===== config.mk =====
export PLATFORM = sky130hd
export DESIGN_NAME = slr_back
export DESIGN_NICKNAME = d
export VERILOG_FILES = /design/src/sv/slr_pkg.sv /design/src/sv/slr_back.sv
export SDC_FILE = /design/constraint.sdc
export NUM_CORES = 2
export LEC_CHECK = 0
export BUFFER_PORTS_ARGS = -buffer_cell sky130_fd_sc_hd__buf_2
export CAP_MARGIN = 30
export CELL_PAD_IN_SITES_DETAIL_PLACEMENT = 0
export CELL_PAD_IN_SITES_GLOBAL_PLACEMENT = 1
export CORE_AREA = 3 3 320 322
export CTS_CLUSTER_SIZE = 28
export DETAILED_ROUTE_END_ITERATION = 6
export DIE_AREA = 0 0 323 325
export PLACE_DENSITY = 0.87
export SLEW_MARGIN = 20
export SYNTH_ARGS = -nofsm -noshare
export SYNTH_HDL_FRONTEND = slang
export SYNTH_SLANG_ARGS = --single-unit

===== constraint.sdc =====
create_clock -name clk -period 8.42 [get_ports clk]
set_clock_uncertainty 0.05 [all_clocks]
set_input_delay 1.684 -clock clk [delete_from_list [all_inputs] [get_ports clk]]
set_output_delay 1.684 -clock clk [all_outputs]
set_load 0.01 [all_outputs]

===== src/sv/slr_pkg.sv =====
// Shared widths, types and helper functions for the segment line reflection pipeline.
package slr_pkg;

  localparam int COORD_WIDTH = 32;
  localparam int EPS_W = 16;
  localparam int TAG_W = 8;
  localparam int NLANE = 4;
  localparam int DIFF_W = COORD_WIDTH + 1;
  localparam int PROD_W = 2 * DIFF_W;
  localparam int DOT_W = PROD_W + 1;
  localparam int DEN_W = PROD_W;
  localparam int NCHUNK = 3;
  localparam int CHUNK_W = (DOT_W + NCHUNK - 1) / NCHUNK;
  localparam int PP_W = CHUNK_W + DIFF_W;
  localparam int NUM_W = DOT_W + DIFF_W + 1;
  localparam int QB = COORD_WIDTH + 4;
  localparam int REM_W = DEN_W + 1;
  localparam int SUM_W = QB + 3;

  typedef logic signed [COORD_WIDTH-1:0] coord_t;
  typedef logic signed [DIFF_W-1:0] diff_t;
  typedef logic signed [PROD_W-1:0] prod_t;
  typedef logic signed [DOT_W-1:0] dot_t;
  typedef logic signed [SUM_W-1:0] sum_t;

  localparam sum_t COORD_MAX = {{(SUM_W - COORD_WIDTH + 1){1'b0}}, {(COORD_WIDTH - 1){1'b1}}};
  localparam sum_t COORD_MIN = {{(SUM_W - COORD_WIDTH + 1){1'b1}}, {(COORD_WIDTH - 1){1'b0}}};

  typedef enum logic [1:0] {
    ST_REFLECTED  = 2'd0,
    ST_EQUAL      = 2'd1,
    ST_DEGENERATE = 2'd2,
    ST_SATURATED  = 2'd3
  } status_t;

  typedef struct packed {
    coord_t mx0;
    coord_t my0;
    coord_t sx0;
    coord_t sy0;
    coord_t sx1;
    coord_t sy1;
    logic [TAG_W-1:0] tag;
    logic eq;
    logic deg;
  } side_t;

  function automatic diff_t sx(input coord_t a);
    return {a[COORD_WIDTH-1], a};
  endfunction

  function automatic logic [DIFF_W-1:0] absd(input diff_t a);
    return a[DIFF_W-1] ? DIFF_W'(-a) : DIFF_W'(a);
  endfunction

endpackage


===== src/sv/slr_back.sv =====
// Back pipeline: rounding, reconstruction of the reflected points, saturation and status.
module slr_back (
  input  logic                          clk,
  input  logic                          rst,
  input  logic                          in_valid,
  input  slr_pkg::side_t                in_side,
  input  logic [slr_pkg::DEN_W-1:0]     in_den,
  input  logic [slr_pkg::QB-1:0]        in_q [slr_pkg::NLANE],
  input  logic [slr_pkg::REM_W-1:0]     in_rem [slr_pkg::NLANE],
  input  logic [slr_pkg::NLANE-1:0]     in_neg,
  output logic                          done,
  output slr_pkg::coord_t               refl_x0,
  output slr_pkg::coord_t               refl_y0,
  output slr_pkg::coord_t               refl_x1,
  output slr_pkg::coord_t               refl_y1,
  output logic [1:0]                    status,
  output logic [slr_pkg::TAG_W-1:0]     tag_out
);
  import slr_pkg::*;

  logic v1, v2;
  side_t side1, side2;
  logic [QB:0] qr1 [NLANE];
  logic [NLANE-1:0] neg1;
  sum_t r2 [NLANE];
  coord_t base_a [NLANE];
  coord_t base_p [NLANE];
  sum_t c2 [NLANE];
  coord_t sat_v [NLANE];
  logic [NLANE-1:0] sat_f;
  status_t st;

  always_ff @(posedge clk) begin
    if (rst) begin
      v1 <= 1'b0;
      v2 <= 1'b0;
      done <= 1'b0;
    end else begin
      v1 <= in_valid;
      v2 <= v1;
      done <= v2;
    end
  end

  always_ff @(posedge clk) begin
    side1 <= in_side;
    neg1 <= in_neg;
    for (int l = 0; l < NLANE; l++) begin
      qr1[l] <= (QB+1)'(in_q[l])
        + (QB+1)'({in_rem[l], 1'b0} >= (REM_W+1)'(in_den));
    end
  end

  always_comb begin
    base_a[0] = side1.mx0;
    base_p[0] = side1.sx0;
    base_a[1] = side1.my0;
    base_p[1] = side1.sy0;
    base_a[2] = side1.mx0;
    base_p[2] = side1.sx1;
    base_a[3] = side1.my0;
    base_p[3] = side1.sy1;
    for (int l = 0; l < NLANE; l++) begin
      c2[l] = neg1[l] ? -sum_t'({1'b0, qr1[l]}) : sum_t'({1'b0, qr1[l]});
    end
  end

  always_ff @(posedge clk) begin
    side2 <= side1;
    for (int l = 0; l < NLANE; l++) begin
      r2[l] <= (sum_t'(base_a[l]) <<< 1) - sum_t'(base_p[l]) + c2[l];
    end
  end

  always_comb begin
    for (int l = 0; l < NLANE; l++) begin
      if (r2[l] > COORD_MAX) begin
        sat_v[l] = COORD_MAX[COORD_WIDTH-1:0];
        sat_f[l] = 1'b1;
      end else if (r2[l] < COORD_MIN) begin
        sat_v[l] = COORD_MIN[COORD_WIDTH-1:0];
        sat_f[l] = 1'b1;
      end else begin
        sat_v[l] = r2[l][COORD_WIDTH-1:0];
        sat_f[l] = 1'b0;
      end
    end
    priority if (side2.eq) begin
      st = ST_EQUAL;
    end else if (side2.deg) begin
      st = ST_DEGENERATE;
    end else if (|sat_f) begin
      st = ST_SATURATED;
    end else begin
      st = ST_REFLECTED;
    end
  end

  always_ff @(posedge clk) begin
    tag_out <= side2.tag;
    status <= st;
    if (side2.eq || side2.deg) begin
      refl_x0 <= side2.sx0;
      refl_y0 <= side2.sy0;
      refl_x1 <= side2.sx1;
      refl_y1 <= side2.sy1;
    end else begin
      refl_x0 <= sat_v[0];
      refl_y0 <= sat_v[1];
      refl_x1 <= sat_v[2];
      refl_y1 <= sat_v[3];
    end
  end

endmodule


# Word-level counts from Yosys, hierarchy flattened
# Memories as Yosys holds them, arrays and structs flattened.
# Cells that the tools add are included.
[classes]
mux = 26
n_addsub = 16
reduce_logical = 2
magnitude_cmp = 12
[op_table]
columns = ["cell", "count"]
rows = [
  ["two-way mux 32 bit", 12],
  [">= comparator 68 x 66 -> 1 bit", 4],
  ["adder 34 x 39 -> 39 bit", 4],
  ["greater-than comparator 39 x 32 -> 1 bit (second input constant)", 4],
  ["less-than comparator 39 x 32 -> 1 bit (second input constant)", 4],
  ["two-way mux 39 bit", 4],
  ["negation 37 -> 39 bit", 4],
  ["adder 36 x 1 -> 37 bit", 4],
  ["subtractor 33 x 32 -> 34 bit", 4],
  ["two-way mux 1 bit", 8],
  ["two-way mux 2 bit", 2],
  ["OR reduction 4 bit", 1],
  ["logical OR 1 bit", 1],
]
[totals]
word_cells = 84
memories = 2
register_bits = 485
ram_bits = 304
[mem_list]
columns = ["name", "depth", "word_bits", "rd", "rd_ports_with_merged_regs", "wr", "line_no", "source"]
rows = [
  ["r2", 4, 39, 4, 0, 4, "slr_back.sv:25", "sum_t r2 [NLANE];"],
  ["qr1", 4, 37, 4, 0, 4, "slr_back.sv:23", "logic [QB:0] qr1 [NLANE];"],
]

# Longest topological paths before layout
[depth]
depth_word = 6
mapped_depth = 24
depth_no_buf = 23

# Least setup slack after synthesis
# Ideal clock, no wire load.
[synth_timing]
path_kind = "register to register"
start = "memory qr1[0][4] (netlist name)"
end = "memory r2[0][38] (netlist name)"
path_slack_ns = 3.217
t_arrival_ns = 5.033
period_less_slack_ns = 5.203
required_ns = 8.249
stages_incl_launch_ff = 20
n_path_buf = 1
cell_sequence = "dfxtp_1 or4_1 nor4_1 nor3b_1 nand3_1 nand2b_1 o31ai_1 xor2_1 fa_1 inv_1 ha_1 clkbuf_1 nand4_1 or3_1 or4b_2 o31ai_1 o221a_2 a211o_1 a21oi_1 xnor2_1"
[synth_lines]
columns = ["item", "line_no"]
rows = [
  ["start, declared", "slr_back.sv:23"],
  ["end, declared", "slr_back.sv:25"],
]

==> flow_summary.toml <==
[finish]
fillerInstances = 9425
syn2layout_area_growth_pct = 20.7
drive_above_1_share_pct = 19.5
regArea_um2 = 15800
multiInputGateArea_um2 = 22900
fin_nets = 6376

[timing]
hold_slack_ns = 0.277
fin_crit_sh_pct = 72.3
worstMarginPinSlew_ns = 0.932
relSlewSlack_pct = 37.4
max_freq_mhz = 164
period_minus_slack_ns = 6.09
setup_tns_ns = 0
setup_viol = 0
maxSlewViolCount = 0
grt_setup_unrepaired = "no"
hold_violations = 0

[synth]
yosysTopAreaCell = "dfxtp_1"
ys_top_cells_by_area = "dfxtp_1 39%, ha_1 13%, fa_1 7.5%, xnor2_1 5.3%, inv_1 4.2%"
synth_top_area_share_pct = 38.8
synthTopCellsByCount = "789 x dfxtp_1, 456 x inv_1, 432 x ha_1, 309 x nand2_1, 302 x o21ai_0"
ys_ff_latch = 789
synth_most_common_cell = "dfxtp_1"
synth_warnings = 0
netlist_area_um2 = 40700
synthCells = 4266
async_reset_ff_share_pct = 0
synth_edf_count = 0
synth_nets = 5537
avgSynthCellArea_um2 = 9.55
synth_cell_types = 72
seq_area_frac_synth_pct = 38.8
synth_top_flop_cell = "dfxtp_1"

[setup_path]
reg2regPathDepth = 18
worst_path_largest_cell_delay_ns = 0.65
worst_path_max_delay_cell = "or4b_2"
worstPathMaxFanout = 7
endpoint_kind = "flip-flop"
critPathLaunchType = "flip-flop"
startpoint = "qr1[0][4]$_DFF_P_"
worstSetupEndpoint = "r2[0][36]$_DFF_P_"
worstPathArrival_ns = 6.54
crit_required_ns = 8.87
r2r_slack_ns = 2.33
cp_common_cell = "o31ai_1"
reg2reg_from = "qr1[0][4]$_DFF_P_"
reg2reg_to = "r2[0][36]$_DFF_P_"
crit_type = "reg2reg"
cp_cell_sequence = "or4_1, nor4_1, nor3b_1, nand3_1, nand2b_1, o31ai_1, xor2_1, fa_1, inv_1, ha_1, nand4_1, or3_1, or4b_2, o31ai_1, o221a_2, a21o_1, a21oi_1, xnor2_1"

[place]
portBuffers = 825
gp_congestion = 0.964
dp_hpwl_um = 116000

[detailed_routing]
wl_per_cell_um = 21.0
drc = 0
first_pass_iters = 5
route.met2.wl_um = 66700
antenna_left = 0
viasPerCell = 5.14
first_iter_violations = 1836
wl_met3_um = 9170
drt-met1-wl_um = 54600
finalWirelength_um = 136000
top_layer = "met5"
vias = 33400

[die]
die_h_um = 325
core_area_um2 = 99900
fp.dieW_um = 323
dieArea_um2 = 105000
ios = 826
initial_core_util_pct = 40.8
placementRows = 116

[clocking]
clock_path_buffers = 3
ctsResizeCount = 0
cts_setup_buffers = 0
clk_latency_ns = 0.64
root_buffer = "clkbuf_16"
h-tree-depth = 3
numCtsBuffers = 77
cts_tree = "yes"
clock_sinks = 789
cts_hold_buf = 0
clkTransAtPathRegs_ns = 0.07

[job]
drv_cap = 0

[power_and_ir_drop]
worst_ir_drop_vdd_mv = 0.170
leakagePower_nw = 23.9
power-per-cell-area_nw_per_um2 = 242

[global_routing]
grt_max_degree = 82
overflow = 0
grt_pass1_wl_um = 198000
grt_pass1_vias = 33000
track_usage_pct = 25.1
antenna_found_initial = 54

[hold_path]
hp-class = "reg2reg"

[status]
outcome = "finished, final reports clean"
-- per-layer routing --
metal	vias up	global-route usage (%)
met1	15700	29.9
met5	-	0
li1	16400	-
met2	1084	44.0
met3	235	5.00
met4	8	10.2
-- sequential cells by signal, indices dropped and copies added, names as in the netlist --
register	flops
base_p	128
refl_y1	32
neg1	4
refl_x0	32
v1	1
base_a	64
refl_y0	32
r2	156
side2	138
side1	10
v2	1
qr1	148
done	1
status	2
refl_x1	32
tag_out	8
-- report_power, final --
| part | switching, mW | internal, mW |
|---|---|---|
| combinational | 2.11 | 1.50 |
| clock | 1.52 | 2.11 |
| sequential | 0.277 | 4.39 |
| total | 3.91 | 8.00 |
-- metrics by stage --
step	power (mW)	cell area [um2]	cells	setup WS, ns	utilization (%)
3_5_place_dp	8.32	46300	6322	1.72	46.4
6_report	11.9	49100	6496	2.33	49.2
2_1_floorplan	7.13	40700	4266	3.22	-
4_1_cts	12.0	49000	6464	2.33	49.1
5_1_grt	12.6	49100	6483	1.98	49.2
3_3_place_gp	8.27	46300	6322	1.73	46.4
-- worst min-delay path by stage --
stage / from / end / slack (ns) / cells after the start
global placement: side2[7]$_DFF_P_ / tag_out[5]$_DFF_P_ / 0.26 / 0
CTS: side1[3]$_DFF_P_ / side2[3]$_DFF_P_ / 0.28 / 0
finish: side1[3]$_DFF_P_ / side2[3]$_DFF_P_ / 0.28 / 0
floorplan: side1[0]$_DFF_P_ / side2[0]$_DFF_P_ / 0.26 / 0
detailed placement: side1[7]$_DFF_P_ / side2[7]$_DFF_P_ / 0.26 / 0
global route: side1[8]$_DFF_P_ / side2[8]$_DFF_P_ / 0.29 / 0
-- area by class of cell --
cell class | count | area share (%)
well taps | 1298 | 3.30
clock inverters | 40 | 1.04
flip-flops and latches | 789 | 32.1
diodes | 30 | 0.153
multi-input cells | 2938 | 46.7
clock buffers | 102 | 4.48
inverters | 456 | 3.48
repair buffers | 843 | 8.71
-- worst max-delay path: cells and delay by family (launching register included) --
family,cells,cell delay [ns]
AO/OA/AOI/OAI,5,0.95
buffers and inverters,1,0.07
AND/OR/NAND/NOR,8,3.21
adder cells (fa/ha/maj),2,0.76
flip-flops,1,0.33
XOR/XNOR,2,0.56
-- kinds of logic (layout without fill, tap and decap cells) --
group / Yosys count / in the layout / share of synthesized area, %
mux: 4 / 4 / 0.111
flops: 789 / 789 / 38.8
simple gates: 927 / 927 / 11.3
buf+inv: 539 / 1441 / 4.97
xor+xnor: 420 / 420 / 9.03
fa+ha+maj: 584 / 584 / 20.7
compound gates: 1003 / 1003 / 15.1
other cells: 0 / 30 / 0
-- cell usage in the layout (no fill, tap or decap), types with 9 or more instances in the layout --
cell	n
a31oi_1	14
nand2b_1	39
xnor2_1	246
nand2_1	309
diode_2	30
xor2_1	174
nor3_1	51
clkbuf_1	9
or3_1	20
and4_1	11
nor4_1	18
or4_1	20
o21bai_1	23
o31ai_1	50
fa_1	152
o21a_1	21
o41ai_1	22
o211ai_1	10
and3_1	48
a211oi_1	26
nor2_1	133
clkbuf_8	14
nand3_1	115
nor2b_1	31
clkbuf_16	79
o21ai_0	300
inv_1	456
and2_1	14
buf_2	825
ha_1	432
nand4_1	91
clkinv_2	15
a21o_1	180
dfxtp_1	789
a21oi_1	287
buf_4	16
Note: power is estimated with default switching activity, not from simulation.
